<file path="src/rtl/core/bdn_pkg.sv">
package bdn_pkg;

  localparam int MAX_CANDIDATES_DEF = 64;
  localparam int MAX_CLASSES        = 4;
  localparam int CLASS_LIM          = (MAX_CLASSES < 4) ? MAX_CLASSES : 4;
  localparam int RESULT_LIMIT       = 64;
  localparam int KEPT_W             = 7;
  localparam int CFG_W              = 20;
  localparam int IDX_W              = 3;
  localparam int QUEUE_DEPTH        = 4;

  // register indexes
  localparam logic [IDX_W-1:0] REG_CONF    = 3'd0;
  localparam logic [IDX_W-1:0] REG_OVERLAP = 3'd1;
  localparam logic [IDX_W-1:0] REG_INV     = 3'd2;
  localparam logic [IDX_W-1:0] REG_PAD_X   = 3'd3;
  localparam logic [IDX_W-1:0] REG_PAD_Y   = 3'd4;
  localparam logic [IDX_W-1:0] REG_FRAME_W = 3'd5;
  localparam logic [IDX_W-1:0] REG_FRAME_H = 3'd6;
  localparam logic [IDX_W-1:0] REG_CLASSES = 3'd7;

  typedef struct packed {
    logic [15:0] conf_threshold;
    logic [15:0] overlap_threshold;
    logic [19:0] inv_scale;
    logic [12:0] pad_x;
    logic [12:0] pad_y;
    logic [11:0] frame_width;
    logic [11:0] frame_height;
    logic [2:0]  class_count;
  } cfg_t;

  typedef struct packed {
    logic [15:0] h;
    logic [15:0] w;
    logic [15:0] y;
    logic [15:0] x;
  } box_t;

  typedef struct packed {
    box_t        box;
    logic [15:0] score;
  } cand_t;

  typedef struct packed {
    logic  keep;
    logic  last;
    cand_t cand;
  } qitem_t;

  typedef struct packed {
    cand_t cand;
    logic  last;
    logic  nodet;
    logic  ovf;
  } res_t;

endpackage

</file>
<file path="src/rtl/core/bdn_queue.sv">
module bdn_queue (
  input  logic            clk,
  input  logic            rst,
  input  logic            push,
  input  bdn_pkg::qitem_t din,
  input  logic            pop,
  output bdn_pkg::qitem_t dout,
  output logic            full,
  output logic            empty
);

  localparam int D  = bdn_pkg::QUEUE_DEPTH;
  localparam int PW = $clog2(D);

  bdn_pkg::qitem_t slots [D];
  logic [PW-1:0] wptr, rptr;
  logic [PW:0]   count;

  assign full  = (count == (PW+1)'(D));
  assign empty = (count == '0);
  assign dout  = slots[rptr];

  always_ff @(posedge clk) begin
    if (push) slots[wptr] <= din;
    if (rst) begin
      wptr  <= '0;
      rptr  <= '0;
      count <= '0;
    end else begin
      if (push) wptr <= wptr + 1'b1;
      if (pop)  rptr <= rptr + 1'b1;
      count <= count + (PW+1)'(push) - (PW+1)'(pop);
    end
  end

endmodule

</file>
<file path="config.mk">
export PLATFORM = sky130hd
export DESIGN_NAME = bdn_queue
export DESIGN_NICKNAME = d
export VERILOG_FILES = /design/src/rtl/core/bdn_pkg.sv /design/src/rtl/core/bdn_queue.sv
export SDC_FILE = /design/constraint.sdc
export NUM_CORES = 1
export LEC_CHECK = 0
export ABC_AREA = 1
export BUFFER_PORTS_ARGS = -buffer_cell sky130_fd_sc_hd__clkbuf_2
export CELL_PAD_IN_SITES_DETAIL_PLACEMENT = 0
export CELL_PAD_IN_SITES_GLOBAL_PLACEMENT = 1
export CORE_UTILIZATION = 47
export DETAILED_ROUTE_END_ITERATION = 8
export MAX_ROUTING_LAYER = met4
export PLACE_DENSITY = 0.86
export SYNTH_ARGS = -nofsm -noshare
export SYNTH_HDL_FRONTEND = slang
export SYNTH_SLANG_ARGS = --single-unit
</file>
<file path="constraint.sdc">
create_clock -name clk -period 3.3 [get_ports clk]
set_input_delay 0.495 -clock clk [delete_from_list [all_inputs] [get_ports clk]]
set_output_delay 0.495 -clock clk [all_outputs]
set_load 0.05 [all_outputs]
</file>
Yosys cells after proc, flatten, opt, wreduce, memory -nomap -nowiden
Memories as Yosys holds them, arrays and structs flattened. A register that Yosys moved wholly into a read port is not among the register bits.
Cells that the tools add are included.
{ "op_classes": {"mux": 4, "n_addsub": 4, "n_reduce_logical": 1, "n_eq_ne": 1} }
{ "op_table": {"columns": ["operator", "n"], "rows": [
  ["adder 2 x 1 -> 2 bit, second input constant", 2],
  ["2-to-1 mux 2 bit", 2],
  ["adder 3 x 1 -> 3 bit", 1],
  ["equality test 3 bit, second input constant", 1],
  ["zero test 3 bit", 1],
  ["subtractor 3 x 1 -> 3 bit", 1],
  ["2-to-1 mux 1 bit", 2]
]} }
{ "totals": {"input_bits": 86, "mem_count": 1, "ramBits": 328, "regBits": 7, "out_inout_bits": 84, "elab_cells": 14} }
{ "memory_table": {"columns": ["memory", "words", "word_bits", "read_ports", "rd_clocked_by_memory_dff", "write_ports", "line_no", "text"], "rows": [
  ["slots", 4, 82, 1, 1, 1, "bdn_queue.sv:15", "bdn_pkg::qitem_t slots [D];"]
]} }

Longest topological paths before layout
{ "depth": {"depth_word": 3, "mapped_depth": 8} }

Least setup slack after synthesis
OpenSTA, ideal clock, no wires.
{ "synth_path": {"path_kind": "reg2reg", "start": "reg wptr[0]", "end": "mem slots[2][0] (netlist name) (enable)", "n_path_buf": 0, "path_slack_ns": 0.688, "stages_incl_launch_ff": 5, "arrival_ns": 2.176, "setup_ns": 0.436, "synth_period_minus_slack_ns": 2.612, "required_time_ns": 2.864, "path_cell_list": "dfxtp_1 > inv_1 > ha_1 > nand2_1 > inv_1"} }
{ "synth_rtl": {"columns": ["element", "line_no", "text"], "rows": [
  ["start: declaration", "bdn_queue.sv:16", "logic [PW-1:0] wptr, rptr;"],
  ["start signal: assignment", "bdn_queue.sv:30", "if (push) wptr <= wptr + 1'b1;"],
  ["end: declaration", "bdn_queue.sv:15", null]
]} }
Straight into the memory's write port.

==> reports/metrics.yaml <==
critical_path:
  arrival_ns: 2.23
  path_cells: "buf_12 > o211ai_1 > nand2_1 > clkbuf_2"
  reg2reg_to: "slots[2][11]"
  max_stage_delay_ns: 0.69
  r2r_start: "wptr[0]"
  reg2regPathDepth: 5
  crit_fanout: 100
  critPathTopFamily: "flip-flops"
  endpoint_kind: "output port"
  cp.required_ns: 2.80
  crit_buf_inv: 2
  path_class: "reg2out"
  endpoint: "dout[73]"
  path_depth: 4
  cp-start-kind: "flop"
  slowest_stage: "dfxtp_4"
  rrSetupSlack_ns: 1.39
power_and_ir_drop:
  share_seq_of_total_power_pct: 49.9
  p_int_w: 0.00740
  power_frac_clock_pct: 37.1
  power_frac_comb_pct: 13.1
  p_sw_share_pct: 25.7
  power.static_leakage_nw: 6.09
  p_sw_w: 0.00256
  vdd_drop_max_v: 0.000480
  p_per_area_nw_per_um2: 639
place:
  dp_hpwl_um: 14100
  place_ws_ns: 1.08
  io_buffers: 169
  place_congestion: 0.713
yosys:
  synth-seq-area-share_pct: 75.7
  yosysUniqueCellTypes: 15
  postSynthAreaPerCell_sq_um: 13.1
  synth_warnings: 0
  syn_nets: 1105
  synth_seq_cells: 337
  syn_area_sq_um: 13200
  netlist_instances: 1012
floorplanning:
  core_sq_um: 27800
  start_util_pct: 47.7
  die_area_sq_um: 28900
  die_w_um: 170
  num_io_pins: 170
  die_y_um: 170
  rows: 61
routing:
  drc: 0
  drtAntennaViolNets: 0
  dr.pass1.iters: 4
  wl_per_cell_um: 15.5
  drt-vias-per-instance: 4.89
  drtIter0Drc: 474
  vias: 7738
  routed_wl_um: 24500
cts:
  post_cts_resized: 0
  cts_root_buffer: "clkbuf_16"
  ctsHoldBuffers: 0
  cts_sinks: 337
  clk_latency_ns: 0.49
  cts_max_path_buffers: 3
  clkTransAtPathRegs_ns: 0.06
  cts_setup_buffers: 0
  cts_made_buffers: 36
  cts_tree: "yes"
  cts_htree_levels: 2
sta:
  slew_headroom_pct: 54.2
  period_needed_ns: 2.72
  setup_viol: 0
  tightestPinTransition_ns: 0.687
  hold_viol: 0
  report.final.slew_viol_count: 0
  setup_ws_ns: 0.578
  fin_skew_ns: 0.00786
  whs_ns: 0.186
  period_share_pct: 82.5
  final.setup.tns_ns: 0
  rsz0062_at_grt: "false"
  max_freq_ghz: 0.367
grt:
  grt_overflow: 0
  grtUsageTotal_pct: 17.5
  antenna_found_initial: 2
  grt_pass1_wl_um: 37800
  grt_max_degree: 103
  grt_pass1_vias: 7293
cells_and_area:
  layout_commonest_cell: "edfxtp_1"
  drive_above_1_share_pct: 19.1
  final_nets: 1269
  utilization_pct: 56.1
  syn_to_final_growth_pct: 17.7
  mostFrequentLayoutCells: "edfxtp_1, inv_1, nand2_1, clkbuf_2, a21oi_1"
flow_run:
  cap_violations: 0
outcome:
  status: "completed"
hold_path:
  hp-class: "in2reg"
## power groups by stage
stage | sequential (W) | clock [W] | combinational, W
floorplan | 0.00503 | 0 | 0.000969
global placement | 0.00505 | 0 | 0.00130
detailed placement | 0.00505 | 0 | 0.00132
CTS | 0.00497 | 0.00379 | 0.00132
global route | 0.00498 | 0.00396 | 0.00141
finish | 0.00496 | 0.00369 | 0.00130
## layer usage
| metal | global-route usage, % | routed length (um) | vias to the layer above |
|---|---|---|---|
| li1 | - | - | 3861 |
| met1 | 21.9 | 10600 | 3662 |
| met2 | 28.3 | 11700 | 186 |
| met3 | 4.93 | 1750 | 29 |
| met4 | 4.35 | 388 | 0 |
| met5 | - | 0 | - |
## metrics by stage
stage                     power [W]  cells  area, sq um
final                       0.00996   1582        15600
after global routing         0.0103   1582        15600
after CTS                    0.0101   1580        15600
after detailed placement    0.00637   1516        14500
after global placement      0.00635   1516        14500
after floorplan             0.00600   1012        13200
## worst min-delay path by stage
stage | cells past startpoint | start | endpoint | slack, ns
3_3_place_gp | 2 | rptr[1] | flop | 0.44
3_5_place_dp | 2 | rptr[1] | flop | 0.45
6_report | 2 | rst | count[0] | 0.19
2_1_floorplan | 2 | rptr[1] | flop | 0.44
5_1_grt | 2 | rst | count[1] | 0.17
4_1_cts | 2 | rst | count[1] | 0.16
## sequential cells by signal, summed over array words and instances, names as in the netlist, named ones only
signal  flops
slots     328
wptr        2
rptr        2
count       3
## cells by family (layout without fill, tap and decap cells)
logic type | Yosys count | after routing | share of synthesized area [%]
adders and majority gates | 7 | 7 | 0.718
other | 0 | 2 | 0
DFF | 337 | 337 | 75.7
buffers and inverters | 234 | 424 | 7.26
AOI/OAI and AO/OA | 256 | 256 | 11.2
and+or+nand+nor | 178 | 178 | 5.06
## cells in the mapped netlist, drive strengths merged
library cell | instances | area share [%]
dfxtp | 9 | 1.4
fa | 1 | 0.15
nand3 | 1 | 0.038
nor3 | 1 | 0.038
buf | 48 | 2.0
a21oi | 88 | 3.3
clkbuf | 6 | 0.17
nand2 | 172 | 4.9
edfxtp | 328 | 74
o21ai | 86 | 3.3
inv | 180 | 5.1
ha | 6 | 0.57
nor2 | 4 | 0.11
o211ai | 82 | 4.6
## area by class of cell
| cell class | count | area, sq um |
|---|---|---|
| Fill cell | 2304 | 12200 |
| Timing Repair Buffer | 180 | 1040 |
| Sequential cell | 337 | 10000 |
| Clock inverter | 15 | 118 |
| Clock buffer | 49 | 971 |
| Tap cell | 378 | 473 |
| Antenna cell | 2 | 5.00 |
| Inverter | 180 | 686 |
| Multi-Input combinational cell | 441 | 2250 |
## worst reg2reg max path, cell delays in order (launching register included)
cell and delay [ns]:
dfxtp_1 0.33, inv_1 0.12, ha_1 0.16, nand2_1 0.08
inv_4 0.49, buf_4 0.41
(Power assumes the default switching activity.)
