`src/rtl/core/bdn_pkg.sv`:
```
package bdn_pkg;

  localparam int MAX_CANDIDATES_DEF = 64;
  localparam int MAX_CLASSES        = 4;
  localparam int CLASS_LIM          = (MAX_CLASSES < 4) ? MAX_CLASSES : 4;
  localparam int RESULT_LIMIT       = 64;
  localparam int KEPT_W             = 7;
  localparam int CFG_W              = 20;
  localparam int IDX_W              = 3;
  localparam int QUEUE_DEPTH        = 4;

  // register indexes
  localparam logic [IDX_W-1:0] REG_CONF    = 3'd0;
  localparam logic [IDX_W-1:0] REG_OVERLAP = 3'd1;
  localparam logic [IDX_W-1:0] REG_INV     = 3'd2;
  localparam logic [IDX_W-1:0] REG_PAD_X   = 3'd3;
  localparam logic [IDX_W-1:0] REG_PAD_Y   = 3'd4;
  localparam logic [IDX_W-1:0] REG_FRAME_W = 3'd5;
  localparam logic [IDX_W-1:0] REG_FRAME_H = 3'd6;
  localparam logic [IDX_W-1:0] REG_CLASSES = 3'd7;

  typedef struct packed {
    logic [15:0] conf_threshold;
    logic [15:0] overlap_threshold;
    logic [19:0] inv_scale;
    logic [12:0] pad_x;
    logic [12:0] pad_y;
    logic [11:0] frame_width;
    logic [11:0] frame_height;
    logic [2:0]  class_count;
  } cfg_t;

  typedef struct packed {
    logic [15:0] h;
    logic [15:0] w;
    logic [15:0] y;
    logic [15:0] x;
  } box_t;

  typedef struct packed {
    box_t        box;
    logic [15:0] score;
  } cand_t;

  typedef struct packed {
    logic  keep;
    logic  last;
    cand_t cand;
  } qitem_t;

  typedef struct packed {
    cand_t cand;
    logic  last;
    logic  nodet;
    logic  ovf;
  } res_t;

endpackage

```
`src/rtl/core/bdn_front.sv`:
```
module bdn_front (
  input  logic                 clk,
  input  logic                 rst,
  input  bdn_pkg::cfg_t        cfg,
  input  logic                 start,
  input  logic [13:0]          center_x,
  input  logic [13:0]          center_y,
  input  logic [13:0]          box_width_in,
  input  logic [13:0]          box_height_in,
  input  logic [15:0]          score_a,
  input  logic [15:0]          score_b,
  input  logic [15:0]          score_c,
  input  logic [15:0]          score_d,
  input  logic                 last_prediction,
  output logic                 busy,
  input  logic                 q_full,
  output logic                 q_push,
  output bdn_pkg::qitem_t      q_item
);

  localparam logic [1:0] F_IDLE = 2'd0;
  localparam logic [1:0] F_MX   = 2'd1;
  localparam logic [1:0] F_MY   = 2'd2;
  localparam logic [1:0] F_OUT  = 2'd3;

  localparam int CLASS_LIM_V = bdn_pkg::CLASS_LIM;

  logic [1:0]  state;
  logic [13:0] cx, cy, bw, bh;
  logic [15:0] best;
  logic        pass, last;
  logic [34:0] px, py;
  logic [33:0] pw, ph;
  logic [15:0] x, w;

  logic [2:0]  cnt;
  logic [15:0] best_c;
  logic [14:0] dx, dy;
  logic [15:0] fw16, fh16;
  logic [15:0] y_c, h_c, x_c, w_c;
  logic        keep_c;

  function automatic logic [15:0] edge_fix(input logic [34:0] p, input logic [15:0] lim);
    logic [35:0] s;
    logic [18:0] e;
    s = {1'b0, p} + 36'd65536;
    e = s[35:17];
    edge_fix = (e > {3'b0, lim}) ? lim : e[15:0];
  endfunction

  function automatic logic [15:0] size_fix(input logic [33:0] p, input logic [15:0] lim);
    logic [34:0] s;
    logic [18:0] e;
    s = {1'b0, p} + 35'd32768;
    e = s[34:16];
    size_fix = (e > {3'b0, lim}) ? lim : e[15:0];
  endfunction

  function automatic logic [14:0] diff2(input logic [13:0] c, input logic [13:0] sz,
                                        input logic [12:0] pad);
    logic [14:0] pos, neg;
    pos = {c, 1'b0};
    neg = {1'b0, sz} + {1'b0, pad, 1'b0};
    diff2 = (pos > neg) ? pos - neg : 15'd0;
  endfunction

  always_comb begin
    cnt = cfg.class_count;
    if (cnt == 3'd0) cnt = 3'd1;
    if (cnt > 3'(CLASS_LIM_V)) cnt = 3'(CLASS_LIM_V);
    best_c = score_a;
    if (cnt >= 3'd2 && score_b > best_c) best_c = score_b;
    if (cnt >= 3'd3 && score_c > best_c) best_c = score_c;
    if (cnt >= 3'd4 && score_d > best_c) best_c = score_d;
  end

  assign dx   = diff2(cx, bw, cfg.pad_x);
  assign dy   = diff2(cy, bh, cfg.pad_y);
  assign fw16 = {cfg.frame_width, 4'b0};
  assign fh16 = {cfg.frame_height, 4'b0};
  assign x_c  = edge_fix(px, fw16);
  assign w_c  = size_fix(pw, fw16 - x_c);
  assign y_c  = edge_fix(py, fh16);
  assign h_c  = size_fix(ph, fh16 - y_c);
  assign keep_c = pass && (w > 16'd16) && (h_c > 16'd16);

  assign busy = (state != F_IDLE);
  assign q_push = (state == F_OUT) && !q_full && (keep_c || last);

  always_comb begin
    q_item.keep           = keep_c;
    q_item.last           = last;
    q_item.cand.box.x     = x;
    q_item.cand.box.y     = y_c;
    q_item.cand.box.w     = w;
    q_item.cand.box.h     = h_c;
    q_item.cand.score     = best;
  end

  always_ff @(posedge clk) begin
    if (rst) begin
      state <= F_IDLE;
    end else begin
      case (state)
        F_IDLE: if (start) begin
          cx    <= center_x;
          cy    <= center_y;
          bw    <= box_width_in;
          bh    <= box_height_in;
          best  <= best_c;
          pass  <= best_c >= cfg.conf_threshold;
          last  <= last_prediction;
          state <= F_MX;
        end
        F_MX: begin
          px    <= {20'b0, dx} * {15'b0, cfg.inv_scale};
          pw    <= {20'b0, bw} * {14'b0, cfg.inv_scale};
          state <= F_MY;
        end
        F_MY: begin
          py    <= {20'b0, dy} * {15'b0, cfg.inv_scale};
          ph    <= {20'b0, bh} * {14'b0, cfg.inv_scale};
          x     <= x_c;
          w     <= w_c;
          state <= F_OUT;
        end
        F_OUT: if (!q_full || !(keep_c || last)) begin
          state <= F_IDLE;
        end
        default: state <= F_IDLE;
      endcase
    end
  end

endmodule

```
`config.mk`:
```
export PLATFORM = sky130hd
export DESIGN_NAME = bdn_front
export DESIGN_NICKNAME = d
export VERILOG_FILES = /design/src/rtl/core/bdn_pkg.sv /design/src/rtl/core/bdn_front.sv
export SDC_FILE = /design/constraint.sdc
export NUM_CORES = 2
export LEC_CHECK = 0
export ABC_CLOCK_PERIOD_IN_PS = 13200
export BUFFER_PORTS_ARGS = -buffer_cell sky130_fd_sc_hd__buf_2
export CAP_MARGIN = 20
export CORE_UTILIZATION = 50
export DETAILED_ROUTE_END_ITERATION = 16
export PLACE_DENSITY = 0.72
export SETUP_SLACK_MARGIN = 0.3
export SYNTH_ARGS = -nofsm -noshare
export SYNTH_HDL_FRONTEND = slang
export SYNTH_SLANG_ARGS = --single-unit
```
`constraint.sdc`:
```
create_clock -name clk -period 13.2 [get_ports clk]
set_input_delay 0 -clock clk [delete_from_list [all_inputs] [get_ports clk]]
set_output_delay 0 -clock clk [all_outputs]
set_load 0.01 [all_outputs]
```
# After elaboration in Yosys (flattened, before gate mapping)

Index checks and enable logic that the tools add are counted.

Add/subtract/negate cells: 10
Multipliers: 4
$lt $le $gt $ge: 16
Equality and inequality tests: 5
Mux-type cells: 14
Bitwise gates (word level): 1
Reductions and logical operators: 18

Operators with widths:

| operator                                             | number |
|---|---|
| 2-to-1 mux 16 bit                                    | 7 |
| > comparator 19 x 16 -> 1 bit                        | 4 |
| adder 35 x 17 -> 36 bit (second input constant)      | 2 |
| adder 34 x 16 -> 35 bit (second input constant)      | 2 |
| multiplier 15 x 20 -> 35 bit                         | 2 |
| multiplier 14 x 20 -> 34 bit                         | 2 |
| > comparator 16 bit                                  | 3 |
| > comparator 16 x 5 -> 1 bit (second input constant) | 2 |
| subtractor 16 bit                                    | 2 |
| adder 14 x 14 -> 15 bit                              | 2 |
| > comparator 15 bit                                  | 2 |
| 2-to-1 mux 15 bit                                    | 2 |
| subtractor 15 bit                                    | 2 |
| >= comparator 16 bit                                 | 1 |
| case mux 2 bit (4 select lines)                      | 1 |
| logical AND 1 bit                                    | 7 |
| >= comparator 3 x 2 -> 1 bit (second input constant) | 2 |
| 2-to-1 mux 3 bit                                     | 2 |
| AND reduction 2 bit                                  | 3 |
| == test 2 bit (second input constant)                | 2 |
| 2-to-1 mux 2 bit                                     | 2 |
| >= comparator 3 bit (second input constant)          | 1 |
| > comparator 3 bit (second input constant)           | 1 |
| zero test 3 bit                                      | 1 |
| 9 further kinds                                      | 11 |

Bits in registers: 246
Input bits: 230
Output and inout port bits: 84
Logic and storage cells: 82

# Longest topological paths before layout

Depth in word-level cells: 14
Depth in mapped cells: 54
Gate-level depth less buffers: 54

# Least setup slack after synthesis

Ideal clock, no wire load.

Path kind: reg-to-reg
From: register bh[1]
To: register py[32] (data pin)
Setup time: 258 ps
Arrival: 10450 ps
Required time: 12942 ps
Path slack: 2492 ps
Stages on the path, launching flop included: 49
Path buffers: 2
Clock period less this slack: 10708 ps
Cell sequence: edfxtp_1 > ha_1 > fa_1 > a21oi_1 > nor2_1 > nor2_1 > o21bai_1 > a21oi_1 > nor2b_1 > o21a_1 > o21ai_0 > nand2b_1 > a21oi_1 > o21bai_1 > a21oi_1 > xor2_1 > ha_1 > nand4_1 > (+13 left out) > fa_1 > inv_1 > fa_1 > inv_1 > fa_1 > inv_1 > ha_1 > a21o_1 > a211o_1 > or4_1 > a211o_1 > o211ai_1 > a311oi_1 > a22o_1 > a2111oi_0 > o21bai_1 > a21oi_1 > xnor2_1

Longest elaborated chain between the ends: 4
Elaborated cells between the ends (all ways): 5
Classes of those cells: add/sub: 2; mul: 1; order compare: 1; mux: 1

RTL lines:

| item                                                            | RTL line         | RTL |
|---|---|---|
| start, declared                                                 | bdn_front.sv:29  | `logic [13:0] cx, cy, bw, bh;` |
| start signal, assigned                                          | bdn_front.sv:109 | `bh <= box_height_in;` |
| adder 14 x 14 -> 15 bit *                                       | bdn_front.sv:63  | `neg = {1'b0, sz} + {1'b0, pad, 1'b0};` |
| subtractor 15 bit / > comparator 15 bit (equally long branches) | bdn_front.sv:64  | `diff2 = (pos > neg) ? pos - neg : 15'd0;` |
| 2-to-1 mux 15 bit *                                             | bdn_front.sv:64  |  |
| multiplier 15 x 20 -> 35 bit *                                  | bdn_front.sv:121 | `py <= {20'b0, dy} * {15'b0, cfg.inv_scale};` |
| end signal, assigned                                            | bdn_front.sv:121 |  |
| end, declared                                                   | bdn_front.sv:32  | `logic [34:0] px, py;` |

Every way passes the cells marked *; elsewhere a longest branch is shown, timed or not.
A chain may end at the register's enable or synchronous reset.

# Worst setup path in the final report

From: register bw[1]
To: register px[33] (data pin)

Longest elaborated chain between the ends: 4
Elaborated cells between the ends (all ways): 5
Classes of those cells: add/sub: 2; mul: 1; order compare: 1; mux: 1

RTL lines:

| item                                                            | RTL line         | RTL |
|---|---|---|
| start, declared                                                 | bdn_front.sv:29  |  |
| start signal, assigned                                          | bdn_front.sv:108 | `bw <= box_width_in;` |
| adder 14 x 14 -> 15 bit *                                       | bdn_front.sv:63  |  |
| subtractor 15 bit / > comparator 15 bit (equally long branches) | bdn_front.sv:64  |  |
| 2-to-1 mux 15 bit *                                             | bdn_front.sv:64  |  |
| multiplier 15 x 20 -> 35 bit *                                  | bdn_front.sv:116 | `px <= {20'b0, dx} * {15'b0, cfg.inv_scale};` |
| end signal, assigned                                            | bdn_front.sv:116 |  |
| end, declared                                                   | bdn_front.sv:32  |  |

Marks and branches as above.

==> results.sh <==
export IMPL_first_iter_violations=2482
export IMPL_tns_ps=0
export IMPL_holdPathStages=4
export IMPL_start_util_pct=50.6
export IMPL_route_antenna_remaining_nets=0
export IMPL_n_fill_cell=8706
export IMPL_die_width_microns=318
export IMPL_holdPathEnd="best[13]$_DFFE_PP_"
export IMPL_hold_path_startpoint="score_c[13]"
export IMPL_synth_net_count=7159
export IMPL_via_count_of_the_first_global_routing_pass=40459
export IMPL_max_stage_delay_ps=750
export IMPL_drcViolationCount=0
export IMPL_synth_warning_count=0
export IMPL_overflow=0
export IMPL_end_kind="flop"
export IMPL_synth_ff_latch_count=184
export IMPL_die_area_sq_um=101000
export IMPL_timing_critical_path_buf_inv=7
export IMPL_h_tree_depth=4
export IMPL_critPathKind="reg2reg"
export IMPL_final_report_hold_violation_count=0
export IMPL_max_slew_vio_count=0
export IMPL_initial_antenna_violation_count=1
export IMPL_vias=38392
export IMPL_cts_sinks=184
export IMPL_yosys_most_used_dff="edfxtp_1"
export IMPL_cpMostUsedCell="fa_1"
export IMPL_number_of_different_library_cells_in_the_post_synthesis_netlist=79
export IMPL_routabilityCongestion=0.912
export IMPL_max_freq_mhz=82.4
export IMPL_post_route_cells_drive_above_1_share_pct=8.12
export IMPL_unrepaired_setup_endpoints_after_global_routing="yes"
export IMPL_placed_wire_length_estimate_mm=98.0
export IMPL_drt_vias_per_instance=5.51
export IMPL_grt_pass1_wl_mm=212
export IMPL_async_reset_ff_share_pct=0
export IMPL_ys_seq_area_share_pct=11.0
export IMPL_worstSkewPairLatency_ps=530
export IMPL_floorplan_rows=115
export IMPL_critical_path_reg2reg_startpoint="bw[1]$_DFFE_PP_"
export IMPL_clk_pin_slew_ps=80
export IMPL_i_o_pin_cnt=314
export IMPL_rrSetupSlack_ps=1070
export IMPL_report_final_setup_viol=0
export IMPL_finalCriticalPeriod_ps=12130
export IMPL_reg2reg_depth=46
export IMPL_multi_input_area_sq_um=39500
export IMPL_clock_tree_from_tritoncts="done"
export IMPL_crit_path_top_delay_cell="nor3_2"
export IMPL_final_setup_skew_ps=15.9
export IMPL_cts_made_buffers=17
export IMPL_critPathTopFamily="compound AO/OA/AOI/OAI gates"
export IMPL_critPathMaxFanout=21
export IMPL_max_slew_margin_rel_pct=32.9
export IMPL_post_layout_nets=7376
export IMPL_worst_path_arrival_ps=12410
export IMPL_timing_rr_end="px[33]$_DFFE_PP_"
export IMPL_floorplan_core_area_sq_um=98700
export IMPL_final_seq_area_sq_um=5510
export IMPL_worst_slew_pin_slew_ps=1010
export IMPL_status="finished, final reports clean"
export IMPL_die_height_microns=318
export IMPL_grt_start_max_net_pins=71
export IMPL_syn_to_final_growth_pct=8.46
export IMPL_worst_hold_slack_ps=43.8
export IMPL_wire_per_inst_microns=18.3
export IMPL_post_synthesis_instance_area_sq_um=49900
export IMPL_worst_endpoint_required_ps=13480
export IMPL_clock_tree_root_cell="clkbuf_16"
export IMPL_max_cap_violations=0
export IMPL_launching_element_type_of_the_critical_path="flop"
export IMPL_detail_route_wirelength_mm=128
export IMPL_hold_path_class="in2reg"
export IMPL_max_clock_buf_depth=2
export IMPL_avgSynthCellArea_sq_um=9.16
export IMPL_io_buffers=297
export IMPL_post_route_period_util_pct=91.9
export IMPL_post_cts_setup_buffers=0
export IMPL_global_route_total_usage_across_every_layer_pct=26.4
export IMPL_synthCells=5450
export IMPL_detailedRoute_firstPassIterationCount=6
export IMPL_number_of_flops_mapped_to_enable_cells_by_yosys=182
-- cell type report --
class | instances | area share (%)
antenna | 1 | 0.00462
clock buffer | 17 | 0.785
clock inverter | 14 | 0.249
inverter | 1058 | 7.33
multi-input combinational | 3935 | 72.9
sequential | 184 | 10.2
tap | 1287 | 2.97
timing repair buffer | 471 | 5.60
-- cells by family (layout without fill, tap and decap cells) --
logic type | Yosys count | after routing | share of synthesized area, %
xor gates and xnor gates | 209 | 209 | 3.68
muxes | 68 | 68 | 1.42
buffers and inverters | 1331 | 1560 | 10.1
other | 0 | 1 | 0
adders and majority gates | 1480 | 1480 | 50.5
DFF | 184 | 184 | 11.0
and+or+nand+nor | 1686 | 1686 | 16.9
AOI/OAI and AO/OA | 492 | 492 | 6.48
-- worst max-delay path by stage --
| stage | from | endpoint | cells past startpoint |
|---|---|---|---|
| final | bw[1]$_DFFE_PP_ | px[33]$_DFFE_PP_ | 46 |
| after global routing | bw[1]$_DFFE_PP_ | px[33]$_DFFE_PP_ | 46 |
| after CTS | bh[1]$_DFFE_PP_ | py[32]$_DFFE_PP_ | 46 |
| after detailed placement | bh[1]$_DFFE_PP_ | py[32]$_DFFE_PP_ | 46 |
| after global placement | bh[1]$_DFFE_PP_ | py[32]$_DFFE_PP_ | 46 |
| after floorplan | bh[1]$_DFFE_PP_ | py[32]$_DFFE_PP_ | 48 |
-- layout by cell type, fill, tap and decap left out, types with 81 or more instances in the layout --
master,instances
dlygate4sd3_1,94
buf_2,296
a21oi_1,138
and2_1,446
edfxtp_1,182
fa_1,890
nand2_1,674
and3_1,145
nand3_1,81
inv_1,1057
nor2_1,143
buf_4,81
xnor2_1,131
ha_1,589
-- state kept, by name, indices dropped and copies added (netlist names), 16 cells and up --
signal and count:
w 16, pw 19, best 16, x 16
ph 19, px 19, py 19
-- what timing repair did --
item | 4_1_cts | 5_1_grt
hold buffers | 94 | 0
hold endpoints to repair | 87 | 0
gates resized for setup | 0 | 3
setup endpoints to repair | 0 | 6
-- per-layer routing --
metal	vias to the layer above	wire [microns]	global-route usage, %
li1	17446	-	-
met2	1381	61100	44.0
met4	0	3650	8.03
met5	-	0	0
met3	207	10100	4.48
met1	19358	53000	35.0
-- through the flow --
step	cells	util (%)	setup WS, ps	area (sq um)
after floorplan	5450	-	2490	49900
after global placement	6841	53.3	1190	52700
after detailed placement	6841	53.3	1100	52700
after CTS	6966	54.9	1050	54200
after global routing	6967	54.9	238	54200
final	6967	54.9	1070	54200
-- synth_stat cells, types with 6 or more instances --
library cell  count  area share (%)
a31oi_1          14            0.18
nor4_1           13            0.16
clkbuf_1        261             2.0
xnor2_1         132             2.3
or3_1            10            0.13
xor2_1           76             1.3
a211o_1           6            0.11
o31ai_1          10            0.15
nor3_1           38            0.38
nand4_1          37            0.46
a21o_1           77             1.2
fa_1            890              36
a21boi_0          8            0.12
o211ai_1         11            0.17
nor2_1          146             1.1
and3_1          146             1.8
o21a_1           45            0.68
ha_1            589              15
and2_1          446             5.6
a21oi_1         138             1.4
mux2i_1          47            0.94
nand2b_1         25            0.31
inv_1          1057             7.9
a311oi_1          8            0.14
mux2_2           21            0.47
a211oi_1         12            0.18
nand3_1          81            0.81
o21bai_1         30            0.45
edfxtp_1        182              11
and4_1           10            0.18
nand2_1         674             5.1
o21ai_0          78            0.78
nor2b_1          35            0.44
o2111ai_1         7            0.12
-- tightest hold or removal path: cells and delay by family --
family,cells,cell delay [ps]
buf+inv,2,150
mux,2,230
Power is not shown: default switching activity piles up to over one toggle a cycle in this logic, so the estimate is an artifact.
